## src/rtl/core/bcss_pkg.sv

```systemverilog
// shared types and constants of the baud clock source selector
package bcss_pkg;

   // field widths
   localparam int FREQ_W     = 28;
   localparam int RATE_W     = 24;
   localparam int BAUD_W     = 16;
   localparam int WAIT_W     = 20;
   localparam int IDX_W      = 2;
   localparam int CSR_IDX_W  = 2;
   localparam int NUM_REGS   = 3;

   // stream payload widths
   localparam int REQ_DATA_W = 24;
   localparam int RSP_DATA_W = 64;

   // shared divider and multiplier datapath
   localparam int DIV_W      = 47;
   localparam int QUO_W      = 20;
   localparam int STEP_W     = 5;
   localparam int SCALED_W   = RATE_W + 20;
   localparam int PROD_W     = 45;
   localparam int MULB_W     = 17;
   localparam int BAUD_STEPS = 17;
   localparam int WAIT_STEPS = 20;

   // register indexes
   localparam logic [CSR_IDX_W-1:0] CSR_SRC_FREQ_0 = 2'd0;
   localparam logic [CSR_IDX_W-1:0] CSR_SRC_FREQ_1 = 2'd1;
   localparam logic [CSR_IDX_W-1:0] CSR_SRC_FREQ_2 = 2'd2;

   localparam logic [WAIT_W-1:0] US_PER_SEC  = 20'd1000000;
   localparam logic [BAUD_W-1:0] BAUD_MAX    = 16'hFFFF;
   localparam logic [MULB_W-1:0] BAUD_FULL   = 17'h10000;

   typedef enum logic [2:0] {
      ST_IDLE,
      ST_CHECK,
      ST_BDIV,
      ST_MUL,
      ST_CMP,
      ST_WDIV,
      ST_FINISH
   } state_type;

   // reset frequency of each source, sources past the register list stay at zero
   function automatic logic [FREQ_W-1:0] freq_reset(input int idx);
      logic [FREQ_W-1:0] val;
      case (idx)
         0:       val = 28'd100000000;
         1:       val = 28'd100000000;
         2:       val = 28'd120000000;
         default: val = '0;
      endcase
      return val;
   endfunction

endpackage

```

## src/rtl/core/baud_clock_source_selector_top.sv

```systemverilog
// baud clock source selector: picks a clock source and arithmetic baud value per request
//
//   port group  dir  content
//   req_*       in   target rate request (stream)
//   rsp_*       out  selection result (stream)
//   csr_*       in   source frequency register writes
//
// each request checks the sources in turn; a source in range runs the baud division,
// the multiply and the compare, and a wait division follows when a source is found;
// the divisions use the shared shift-subtract divider, one quotient bit a cycle.
// reset is synchronous and restores the source frequencies and clears the stored rate.
// req_tready is high only between requests; a pending result does not stop a new
// request, and a finished request waits only for the result register to be free.
module baud_clock_source_selector_top #(
   parameter int NUM_SOURCES = 3
) (
   input  logic                              clock,
   input  logic                              reset,
   // request: target_rate [23:0]
   input  logic                              req_tvalid,
   output logic                              req_tready,
   input  logic [bcss_pkg::REQ_DATA_W-1:0]   req_tdata,
   // result: source_index [1:0], baud_value [17:2], applied_rate [41:18],
   //         char_wait_us [61:42], zero fill [63:62]
   output logic                              rsp_tvalid,
   input  logic                              rsp_tready,
   output logic [bcss_pkg::RSP_DATA_W-1:0]   rsp_tdata,
   // result flag: ok [0]
   output logic                              rsp_tuser,
   // register writes
   input  logic                              csr_we,
   input  logic [bcss_pkg::CSR_IDX_W-1:0]    csr_index,
   input  logic [bcss_pkg::FREQ_W-1:0]       csr_wdata
);
   import bcss_pkg::*;

   localparam int SRC_W = (NUM_SOURCES > 1) ? $clog2(NUM_SOURCES) : 1;
   localparam logic [SRC_W-1:0] LAST_SRC = SRC_W'(NUM_SOURCES - 1);

   // source frequency registers
   logic [FREQ_W-1:0] freq_ff [NUM_SOURCES];

   for (genvar g = 0; g < NUM_SOURCES; g++) begin : g_src
      always_ff @(posedge clock) begin
         if (reset) begin
            freq_ff[g] <= freq_reset(g);
         end else if (csr_we && (g < NUM_REGS) && (csr_index == CSR_IDX_W'(g))) begin
            freq_ff[g] <= csr_wdata;
         end
      end
   end

   // control and state registers
   state_type           state_ff, state_in;
   logic [SRC_W-1:0]    src_ff, src_in;
   logic                found_ff, found_in;
   logic [RATE_W-1:0]   cur_rate_ff, cur_rate_in;
   logic [WAIT_W-1:0]   cur_wait_ff, cur_wait_in;
   logic                rsp_valid_ff, rsp_valid_in;

   // datapath registers
   logic [RATE_W-1:0]   rate_ff, rate_in;
   logic [DIV_W-1:0]    rem_ff, rem_in;
   logic [DIV_W-1:0]    dsr_ff, dsr_in;
   logic [QUO_W-1:0]    quo_ff, quo_in;
   logic [STEP_W-1:0]   step_ff, step_in;
   logic [BAUD_W-1:0]   baud_ff, baud_in;
   logic [PROD_W-1:0]   prod_ff, prod_in;
   logic [PROD_W-1:0]   best_err_ff, best_err_in;
   logic [BAUD_W-1:0]   best_baud_ff, best_baud_in;
   logic [SRC_W-1:0]    best_idx_ff, best_idx_in;
   logic                rsp_ok_ff, rsp_ok_in;
   logic [IDX_W-1:0]    rsp_idx_ff, rsp_idx_in;
   logic [BAUD_W-1:0]   rsp_baud_ff, rsp_baud_in;
   logic [RATE_W-1:0]   rsp_rate_ff, rsp_rate_in;
   logic [WAIT_W-1:0]   rsp_wait_ff, rsp_wait_in;

   // range check and divider load values for the current source
   logic [FREQ_W-1:0]   cur_freq;
   logic [SCALED_W-1:0] scaled;
   logic [SCALED_W-1:0] freq_sh;
   logic [SCALED_W-1:0] hi_full;
   logic [RATE_W-1:0]   lo_rate;
   logic [RATE_W-1:0]   hi_rate;
   logic                in_range;
   logic [SCALED_W-1:0] num;

   assign cur_freq = freq_ff[src_ff];
   assign scaled   = {rate_ff, 20'b0};
   assign freq_sh  = {cur_freq, 16'b0};
   assign hi_full  = freq_sh - SCALED_W'(cur_freq);
   assign lo_rate  = RATE_W'(cur_freq >> 20);
   assign hi_rate  = RATE_W'(hi_full >> 20);
   assign in_range = (rate_ff != '0) && (rate_ff >= lo_rate) && (rate_ff <= hi_rate);
   assign num      = freq_sh - scaled;

   // shared shift-subtract divider step
   logic                div_ge;
   logic [DIV_W-1:0]    div_rem;
   logic [QUO_W-1:0]    div_quo;

   assign div_ge  = (rem_ff >= dsr_ff);
   assign div_rem = div_ge ? (rem_ff - dsr_ff) : rem_ff;
   assign div_quo = {quo_ff[QUO_W-2:0], div_ge};

   // saturated baud value and multiplier operand
   logic [BAUD_W-1:0]   baud_sat;
   logic [MULB_W-1:0]   mul_b;

   assign baud_sat = (quo_ff[QUO_W-1:BAUD_W] != '0) ? BAUD_MAX : quo_ff[BAUD_W-1:0];
   assign mul_b    = BAUD_FULL - MULB_W'(baud_sat);

   // error of the achieved rate against the target
   logic [PROD_W-1:0]   scaled_ext;
   logic [PROD_W-1:0]   err;
   logic                better;

   assign scaled_ext = PROD_W'(scaled);
   assign err        = (prod_ff >= scaled_ext) ? (prod_ff - scaled_ext)
                                               : (scaled_ext - prod_ff);
   assign better     = !found_ff || (err < best_err_ff);

   // sequencer: next state and datapath loads
   logic advance;
   logic found_now;

   always_comb begin
      state_in     = state_ff;
      src_in       = src_ff;
      found_in     = found_ff;
      cur_rate_in  = cur_rate_ff;
      cur_wait_in  = cur_wait_ff;
      rsp_valid_in = rsp_valid_ff && !rsp_tready;
      rate_in      = rate_ff;
      rem_in       = rem_ff;
      dsr_in       = dsr_ff;
      quo_in       = quo_ff;
      step_in      = step_ff;
      baud_in      = baud_ff;
      prod_in      = prod_ff;
      best_err_in  = best_err_ff;
      best_baud_in = best_baud_ff;
      best_idx_in  = best_idx_ff;
      rsp_ok_in    = rsp_ok_ff;
      rsp_idx_in   = rsp_idx_ff;
      rsp_baud_in  = rsp_baud_ff;
      rsp_rate_in  = rsp_rate_ff;
      rsp_wait_in  = rsp_wait_ff;
      advance      = 1'b0;
      found_now    = found_ff;
      req_tready   = 1'b0;

      case (state_ff)
         ST_IDLE: begin
            req_tready = 1'b1;
            if (req_tvalid) begin
               rate_in  = req_tdata[RATE_W-1:0];
               src_in   = '0;
               found_in = 1'b0;
               state_in = ST_CHECK;
            end
         end
         ST_CHECK: begin
            if (in_range) begin
               rem_in   = DIV_W'({num, 1'b0}) + DIV_W'(cur_freq);
               dsr_in   = DIV_W'({cur_freq, 17'b0});
               quo_in   = '0;
               step_in  = STEP_W'(BAUD_STEPS);
               state_in = ST_BDIV;
            end else begin
               advance = 1'b1;
            end
         end
         ST_BDIV: begin
            rem_in  = div_rem;
            dsr_in  = dsr_ff >> 1;
            quo_in  = div_quo;
            step_in = step_ff - STEP_W'(1);
            if (step_ff == STEP_W'(1)) begin
               state_in = ST_MUL;
            end
         end
         ST_MUL: begin
            baud_in  = baud_sat;
            prod_in  = PROD_W'(cur_freq) * PROD_W'(mul_b);
            state_in = ST_CMP;
         end
         ST_CMP: begin
            found_now = 1'b1;
            found_in  = 1'b1;
            if (better) begin
               best_err_in  = err;
               best_baud_in = baud_ff;
               best_idx_in  = src_ff;
            end
            advance = 1'b1;
         end
         ST_WDIV: begin
            rem_in  = div_rem;
            dsr_in  = dsr_ff >> 1;
            quo_in  = div_quo;
            step_in = step_ff - STEP_W'(1);
            if (step_ff == STEP_W'(1)) begin
               cur_rate_in = rate_ff;
               cur_wait_in = div_quo[WAIT_W-1:0];
               state_in    = ST_FINISH;
            end
         end
         ST_FINISH: begin
            if (!rsp_valid_ff || rsp_tready) begin
               rsp_valid_in = 1'b1;
               rsp_ok_in    = found_ff;
               rsp_idx_in   = found_ff ? IDX_W'(best_idx_ff) : '0;
               rsp_baud_in  = found_ff ? best_baud_ff : '0;
               rsp_rate_in  = cur_rate_ff;
               rsp_wait_in  = cur_wait_ff;
               state_in     = ST_IDLE;
            end
         end
         default: begin
            state_in = ST_IDLE;
         end
      endcase

      // next source, or after the last: wait division if one was found, else finish
      if (advance) begin
         if (src_ff == LAST_SRC) begin
            if (found_now) begin
               rem_in   = DIV_W'(US_PER_SEC);
               dsr_in   = DIV_W'({rate_ff, 19'b0});
               quo_in   = '0;
               step_in  = STEP_W'(WAIT_STEPS);
               state_in = ST_WDIV;
            end else begin
               state_in = ST_FINISH;
            end
         end else begin
            src_in   = src_ff + SRC_W'(1);
            state_in = ST_CHECK;
         end
      end
   end

   // control registers
   always_ff @(posedge clock) begin
      if (reset) begin
         state_ff     <= ST_IDLE;
         src_ff       <= '0;
         found_ff     <= 1'b0;
         cur_rate_ff  <= '0;
         cur_wait_ff  <= '0;
         rsp_valid_ff <= 1'b0;
      end else begin
         state_ff     <= state_in;
         src_ff       <= src_in;
         found_ff     <= found_in;
         cur_rate_ff  <= cur_rate_in;
         cur_wait_ff  <= cur_wait_in;
         rsp_valid_ff <= rsp_valid_in;
      end
   end

   // datapath registers
   always_ff @(posedge clock) begin
      rate_ff      <= rate_in;
      rem_ff       <= rem_in;
      dsr_ff       <= dsr_in;
      quo_ff       <= quo_in;
      step_ff      <= step_in;
      baud_ff      <= baud_in;
      prod_ff      <= prod_in;
      best_err_ff  <= best_err_in;
      best_baud_ff <= best_baud_in;
      best_idx_ff  <= best_idx_in;
      rsp_ok_ff    <= rsp_ok_in;
      rsp_idx_ff   <= rsp_idx_in;
      rsp_baud_ff  <= rsp_baud_in;
      rsp_rate_ff  <= rsp_rate_in;
      rsp_wait_ff  <= rsp_wait_in;
   end

   // result ports
   assign rsp_tvalid = rsp_valid_ff;
   assign rsp_tuser  = rsp_ok_ff;
   assign rsp_tdata  = {2'b00, rsp_wait_ff, rsp_rate_ff, rsp_baud_ff, rsp_idx_ff};

   // divider never runs with an exhausted step count
   a_div_steps: assert property (@(posedge clock) disable iff (reset)
      (state_ff == ST_BDIV || state_ff == ST_WDIV) |-> (step_ff != '0))
      else $error("divider running with zero steps left");

   // failed request reports zero source and baud value
   a_fail_zero: assert property (@(posedge clock) disable iff (reset)
      (rsp_tvalid && !rsp_tuser) |-> (rsp_tdata[17:0] == '0))
      else $error("failed result carries a source or baud value");

   // successful request always leaves a nonzero rate in force
   a_ok_rate: assert property (@(posedge clock) disable iff (reset)
      (rsp_tvalid && rsp_tuser) |-> (rsp_tdata[41:18] != '0))
      else $error("successful result with zero applied rate");

   // chosen source lies within the configured sources
   a_best_idx: assert property (@(posedge clock) disable iff (reset)
      found_ff |-> (best_idx_ff <= LAST_SRC))
      else $error("best source index out of range");

   // stored rate changes only at the end of the wait division or on reset
   a_rate_update: assert property (@(posedge clock) disable iff (reset)
      (cur_rate_ff != $past(cur_rate_ff)) |-> ($past(state_ff) == ST_WDIV || $past(reset)))
      else $error("stored rate changed outside the wait division");

endmodule
```

## config.mk

```make
export PLATFORM = sky130hd
export DESIGN_NAME = baud_clock_source_selector_top
export DESIGN_NICKNAME = d
export VERILOG_FILES = /design/src/rtl/core/bcss_pkg.sv /design/src/rtl/core/baud_clock_source_selector_top.sv
export SDC_FILE = /design/constraint.sdc
export NUM_CORES = 2
export LEC_CHECK = 0
export BUFFER_PORTS_ARGS = -buffer_cell sky130_fd_sc_hd__buf_2
export CAP_MARGIN = 40
export CORE_ASPECT_RATIO = 1.5
export CORE_MARGIN = 2
export CORE_UTILIZATION = 28
export DETAILED_ROUTE_END_ITERATION = 10
export PLACE_DENSITY = 0.42
export RECOVER_POWER = 25
export SLEW_MARGIN = 20
export SYNTH_ARGS = -nofsm -noshare
export SYNTH_HDL_FRONTEND = slang
export SYNTH_SLANG_ARGS = --single-unit
export TNS_END_PERCENT = 100
```

## constraint.sdc

```tcl
create_clock -name clock -period 9.6 [get_ports clock]
set_input_delay 0.96 -clock clock [delete_from_list [all_inputs] [get_ports clock]]
set_output_delay 0.96 -clock clock [all_outputs]
set_load 0.05 [all_outputs]
```

---- After elaboration in Yosys (flattened, before gate mapping) ----
Memories as Yosys holds them, arrays and structs flattened. A register that Yosys moved wholly into a read port is not among the register bits.
Cells that the tools add are included.
storage, ports and cells
  bits in registers ....................... 381
  memory bits (writable) .................. 84
  input port bits ......................... 59
  memories kept ........................... 1
operators by class
  $add $sub $neg .......................... 9
  $mul .................................... 1
  magnitude comparators ................... 5
  equal/unequal tests ..................... 17
  multiplexer cells ....................... 59
  bitwise operators ....................... 3
  reduce and logical (&&, ||, !) cells .... 23
memory list
  memory   depth  bits a word  read ports  clocked after Yosys merged registers in  wr ports  line                                  RTL
  freq_ff  3      28           1           1                                        3         baud_clock_source_selector_top.sv:41  logic [FREQ_W-1:0] freq_ff [NUM_SOURCES];
operators by type and width
  kind                                                                   number
  47-bit two-way mux                                                     9
  47-bit case mux with 2 select lines                                    2
  28-bit two-way mux                                                     3
  20-bit two-way mux                                                     4
  47-bit >= comparator                                                   1
  47-bit subtractor                                                      1
  45-bit by 28-bit adder with 46-bit output                              1
  45-bit by 44-bit >= comparator with 1-bit output                       1
  45-bit < comparator                                                    1
  28-bit by 17-bit multiplier with 45-bit output                         1
  45-bit two-way mux                                                     1
  44-bit by 45-bit subtractor with 45-bit output                         1
  45-bit by 44-bit subtractor with 45-bit output                         1
  44-bit by 28-bit subtractor with 44-bit output                         1
  44-bit subtractor                                                      1
  20-bit case mux with 2 select lines                                    1
  24-bit by 8-bit >= comparator with 1-bit output                        1
  24-bit <= comparator                                                   1
  24-bit nonzero test                                                    1
  3-bit two-way mux                                                      7
  3-bit case mux with 7 select lines                                     1
  5-bit two-way mux                                                      4
  1-bit two-way mux                                                      17
  17-bit by 16-bit subtractor with 17-bit output (first input constant)  1
  other kinds (25)                                                       54

---- Logic depth before layout (Yosys ltp) ----
  word-level depth ........................ 8
  gate-level depth with buffers ........... 35

---- Worst setup path before layout ----
OpenSTA, ideal clock, no wires.
  kind .................................... flip-flop to flip-flop
  start ................................... reg quo_ff[16]
  end ..................................... reg prod_ff[44] (data pin)
  library setup time ...................... 260 ps
  arrival time ............................ 9,051 ps
  required time ........................... 9,340 ps
  slack ................................... 290 ps
  cell stages (with the launch flop) ...... 33
  buffers on the path ..................... 4
  period minus slack after synthesis ...... 9,310 ps
  cells stage by stage .................... dfxtp_1 or4_4 clkbuf_1 nor2_2 ha_1 nor3b_4 nand3b_2 or3_4 or3_4 or4_1 buf_2 or3_1 buf_2 buf_6 nor2_1 fa_1 fa_1 fa_1 fa_1 fa_1 inv_1 fa_1 inv_1 ha_1 nand3_1 or3_1 or2_2 a21o_1 a31oi_1 nor3_1 o31ai_1 a21oi_1 xnor2_1
on the way
  longest elaborated chain between the ends .. 4
RTL lines
  what                                            line                                   RTL
  from (decl)                                     baud_clock_source_selector_top.sv:65   logic [QUO_W-1:0] quo_ff, quo_in;
  from (signal assigned)                          baud_clock_source_selector_top.sv:268  quo_ff <= quo_in;
  4-bit nonzero test                              baud_clock_source_selector_top.sv:110  assign baud_sat = (quo_ff[QUO_W-1:BAUD_W] != '0) ? BAUD_MAX : quo_ff[BAUD_W-1:0];
  16-bit two-way mux                              baud_clock_source_selector_top.sv:110
  17-bit by 16-bit subtractor with 17-bit output  baud_clock_source_selector_top.sv:111  assign mul_b = BAUD_FULL - MULB_W'(baud_sat);
  28-bit by 17-bit multiplier with 45-bit output  baud_clock_source_selector_top.sv:185  prod_in = PROD_W'(cur_freq) * PROD_W'(mul_b);
  to (signal assigned)                            baud_clock_source_selector_top.sv:271  prod_ff <= prod_in;
  to (decl)                                       baud_clock_source_selector_top.sv:68   logic [PROD_W-1:0] prod_ff, prod_in;
No other way between the ends.
A chain may end at the register's enable or synchronous reset.

---- Worst setup path after layout ----
Ends and elaborated chain as after synthesis.

==> metrics.txt <==
# TYPE chip_impl_metric gauge
chip_impl_info{name="run_status",value="finished with violations"} 1
chip_impl_info{name="failed_checks",value="max-capacitance violations, max-slew violations"} 1
chip_impl_metric{name="slew_viol_final",unit=""} 192
chip_impl_info{name="hold_path.startpoint",value="cur_wait_ff[7]$_SDFFE_PP0P_"} 1
chip_impl_metric{name="number_of_buffers_inserted_by_hold_repair_at_cts",unit=""} 0
chip_impl_metric{name="final_period_minus_worst_setup_slack",unit="ns"} 9.21
chip_impl_info{name="netlist_top_cells_count",value="sky130_fd_sc_hd__inv_1 (746), sky130_fd_sc_hd__nand2_1 (642), sky130_fd_sc_hd__fa_1 (393)"} 1
chip_impl_metric{name="fillCellCount",unit=""} 16000
chip_impl_metric{name="die_width",unit="microns"} 323
chip_impl_info{name="critPathCaptureType",value="flop"} 1
chip_impl_metric{name="clk_path_buf_depth",unit=""} 3
chip_impl_info{name="critical_path.most_common_cell",value="sky130_fd_sc_hd__fa_1"} 1
chip_impl_info{name="synth_top_cell_by_area",value="sky130_fd_sc_hd__edfxtp_1"} 1
chip_impl_info{name="tritoncts",value="yes"} 1
chip_impl_metric{name="clk_pin_slew",unit="ns"} 0.06
chip_impl_metric{name="postRouteAntennaNets",unit=""} 0
chip_impl_metric{name="antenna_found_initial",unit=""} 11
chip_impl_metric{name="worst_pin_slew",unit="ns"} 3.31
chip_impl_info{name="yosys-top-cells-area",value="sky130_fd_sc_hd__edfxtp_1 (21%), sky130_fd_sc_hd__fa_1 (18%), sky130_fd_sc_hd__ha_1 (9.9%)"} 1
chip_impl_metric{name="grt_overflow",unit=""} 0
chip_impl_info{name="crit-reg2reg-capture",value="prod_ff[44]$_DFFE_PN_"} 1
chip_impl_metric{name="finClkSkew",unit="ns"} 0.0534
chip_impl_metric{name="route.vias.total",unit=""} 34600
chip_impl_metric{name="multiInputGateArea",unit="sq um"} 27100
chip_impl_metric{name="detailedPlacementHpwl",unit="mm"} 127
chip_impl_info{name="worstHoldPathType",value="flop to flop"} 1
chip_impl_metric{name="max_slew_margin",unit="%"} -121
chip_impl_metric{name="yosysWarnings",unit=""} 0
chip_impl_metric{name="post_route_cells_drive_above_1_share",unit="%"} 9.30
chip_impl_metric{name="final_min_period_over_clock_period",unit="%"} 96.0
chip_impl_metric{name="synth_cells",unit=""} 4796
chip_impl_metric{name="achievable-frequency",unit="MHz"} 109
chip_impl_metric{name="initial_core_util",unit="%"} 28.2
chip_impl_metric{name="placementRows",unit=""} 175
chip_impl_metric{name="drt_pre_antenna_iters",unit=""} 7
chip_impl_metric{name="fp.dieArea",unit="sq um"} 156000
chip_impl_metric{name="r2r_cells",unit=""} 30
chip_impl_metric{name="final_hold_viol_count",unit=""} 0
chip_impl_metric{name="clock_sink_count",unit=""} 465
chip_impl_info{name="timing.rr.start",value="quo_ff[16]$_DFF_P_"} 1
chip_impl_metric{name="yosys.cell_types.count",unit=""} 81
chip_impl_metric{name="drc",unit=""} 0
chip_impl_metric{name="postSynth.asyncResetShare",unit="%"} 0
chip_impl_metric{name="route.detailed.vias_per_inst",unit=""} 4.91
chip_impl_info{name="timing.critical_path.slowest_stage_cell",value="sky130_fd_sc_hd__or4_4"} 1
chip_impl_metric{name="number_of_storage_elements_in_the_synthesis_netlist",unit=""} 465
chip_impl_info{name="synth_flop_cell",value="sky130_fd_sc_hd__edfxtp_1"} 1
chip_impl_metric{name="edff_count_synth",unit=""} 295
chip_impl_metric{name="area_of_the_core",unit="sq um"} 152000
chip_impl_metric{name="drt_wirelength",unit="mm"} 160
chip_impl_metric{name="drt-initial-drc-count",unit=""} 1746
chip_impl_metric{name="first_global_vias",unit=""} 35800
chip_impl_metric{name="setup_tns",unit="ns"} 0
chip_impl_metric{name="finalWeightedCongestion",unit=""} 0.909
chip_impl_metric{name="r2r_setup_slack",unit="ns"} 0.39
chip_impl_metric{name="fin_nets",unit=""} 5759
chip_impl_metric{name="maxCapViolCount",unit=""} 6
chip_impl_metric{name="syn_avg_cell_area",unit="sq um"} 8.92
chip_impl_metric{name="total_area_of_sequential_cells",unit="sq um"} 12300
chip_impl_metric{name="worst-endpoint-required",unit="ns"} 9.97
chip_impl_info{name="cts-root-buf",value="sky130_fd_sc_hd__clkbuf_16"} 1
chip_impl_metric{name="pin_count",unit=""} 126
chip_impl_metric{name="area.growth.synth_to_final",unit="%"} 14.2
chip_impl_metric{name="clkLatencyLatePin",unit="ns"} 0.67
chip_impl_metric{name="setup_violations",unit=""} 0
chip_impl_info{name="cp-start-kind",value="flop"} 1
chip_impl_metric{name="yosysTopAreaCellShare",unit="%"} 20.7
chip_impl_metric{name="io_buffers",unit=""} 123
chip_impl_metric{name="min_delay_path_depth",unit=""} 0
chip_impl_metric{name="global_route_wire_length_before_repair",unit="mm"} 234
chip_impl_metric{name="die_y",unit="microns"} 483
chip_impl_info{name="critical_setup_path_class",value="flop to flop"} 1
chip_impl_metric{name="cts-htree-levels",unit=""} 2
chip_impl_info{name="rsz0062_at_grt",value="false"} 1
chip_impl_metric{name="cpPeakStageDelay",unit="ns"} 0.59
chip_impl_metric{name="track_usage",unit="%"} 20.3
chip_impl_metric{name="grt_max_degree",unit=""} 67
chip_impl_info{name="hold_end",value="rsp_wait_ff[7]$_DFFE_PP_"} 1
chip_impl_info{name="synth_most_common_cell",value="sky130_fd_sc_hd__inv_1"} 1
chip_impl_metric{name="cp_data_arrival_time",unit="ns"} 9.58
chip_impl_metric{name="critical_path.max_fanout",unit=""} 6
chip_impl_metric{name="detail_route.wl_per_cell",unit="microns"} 22.6
chip_impl_metric{name="mappedNetlistArea",unit="sq um"} 42800
chip_impl_metric{name="sequential_area_share_after_synthesis",unit="%"} 28.7
chip_impl_metric{name="cts_inserted_buffers",unit=""} 52
critical path: cells and delay by family (launching register included):
kind	cells	cell delay (ns)
AOI/OAI and AO/OA	4	0.83
and+or+nand+nor	12	3.44
buffers and inverters	4	0.48
adders and majority gates	8	3.59
xor gates and xnor gates	2	0.25
DFF	1	0.31
layout by cell type, fill, tap and decap left out, drive strengths merged, types with 51 or more instances in the layout:
| master | n |
|---|---|
| inv | 751 |
| a21o | 106 |
| clkbuf | 92 |
| fa | 393 |
| a21oi | 312 |
| o21ai | 135 |
| edfxtp | 295 |
| xnor2 | 122 |
| a221oi | 51 |
| nand2 | 642 |
| and2 | 112 |
| buf | 311 |
| xor2 | 71 |
| nand2b | 68 |
| nor3 | 55 |
| dfxtp | 170 |
| nor2 | 334 |
| ha | 339 |
| nand3 | 71 |
cells by family after synthesis:
group,count (synthesis),synth area share [%]
AND/OR/NAND/NOR,1494,16.0
buffers and inverters,969,8.56
AO/OA/AOI/OAI,895,13.4
adder cells (fa/ha/maj),732,28.3
flip-flops,465,28.7
XOR/XNOR,193,3.95
multiplexers,47,1.11
other,1,0.00876
cell type report:
cell class | count | area share, %
diodes | 2 | 0.0102
repair buffers | 332 | 4.64
clock inverters | 26 | 0.743
multi-input cells | 3363 | 55.5
inverters | 754 | 5.79
flip-flops and latches | 465 | 25.1
clock buffers | 71 | 2.96
well taps | 2035 | 5.21
flip-flops by register name, indices dropped and copies added (netlist names), 2 cells and up, named ones only:
signal        count
quo_ff           20
rsp_wait_ff      20
best_err_ff      45
freq_ff          84
step_ff           5
rsp_idx_ff        2
cur_wait_ff      20
baud_ff          16
rsp_baud_ff      16
prod_ff          45
rsp_rate_ff      24
state_ff          3
dsr_ff           47
rem_ff           47
rate_ff          24
best_idx_ff       2
cur_rate_ff      24
best_baud_ff     16
repair_timing:
item                       4_1_cts  5_1_grt
setup endpoints to repair        0       10
hold endpoints to repair         0        0
setup buffers                    0        1
gates resized for setup          0       11
per-layer routing:
metal	share of wire (%)	routed length, microns	GRT usage, %
met4	4.5	7110	8.34
met5	0.013	21	0
met3	3.2	5030	1.81
met1	39	61800	23.0
met2	54	85600	38.7
worst max path at each step:
stage                        from               endpoint  cells past startpoint
6_report       quo_ff[16]$_DFF_P_  prod_ff[44]$_DFFE_PN_                     30
3_3_place_gp   quo_ff[16]$_DFF_P_  prod_ff[44]$_DFFE_PN_                     32
4_1_cts        quo_ff[16]$_DFF_P_  prod_ff[43]$_DFFE_PN_                     32
2_1_floorplan  quo_ff[16]$_DFF_P_  prod_ff[44]$_DFFE_PN_                     32
5_1_grt        quo_ff[16]$_DFF_P_  prod_ff[44]$_DFFE_PN_                     33
3_5_place_dp   quo_ff[16]$_DFF_P_  prod_ff[43]$_DFFE_PN_                     32
per-stage QoR:
step	worst slack, ns	cell area, sq um	hold slack, ns	cells	util, %
2_1_floorplan	0.290	42800	0.400	4797	-
3_3_place_gp	0.185	46900	0.404	6932	30.9
3_5_place_dp	0.0927	47100	0.405	6946	31.0
4_1_cts	0.00804	48900	0.416	7043	32.2
5_1_grt	0.00570	48900	0.423	7047	32.2
6_report	0.386	48900	0.416	7048	32.2
Power is not shown: default switching activity piles up to over one toggle a cycle in this logic, so the estimate is an artifact.
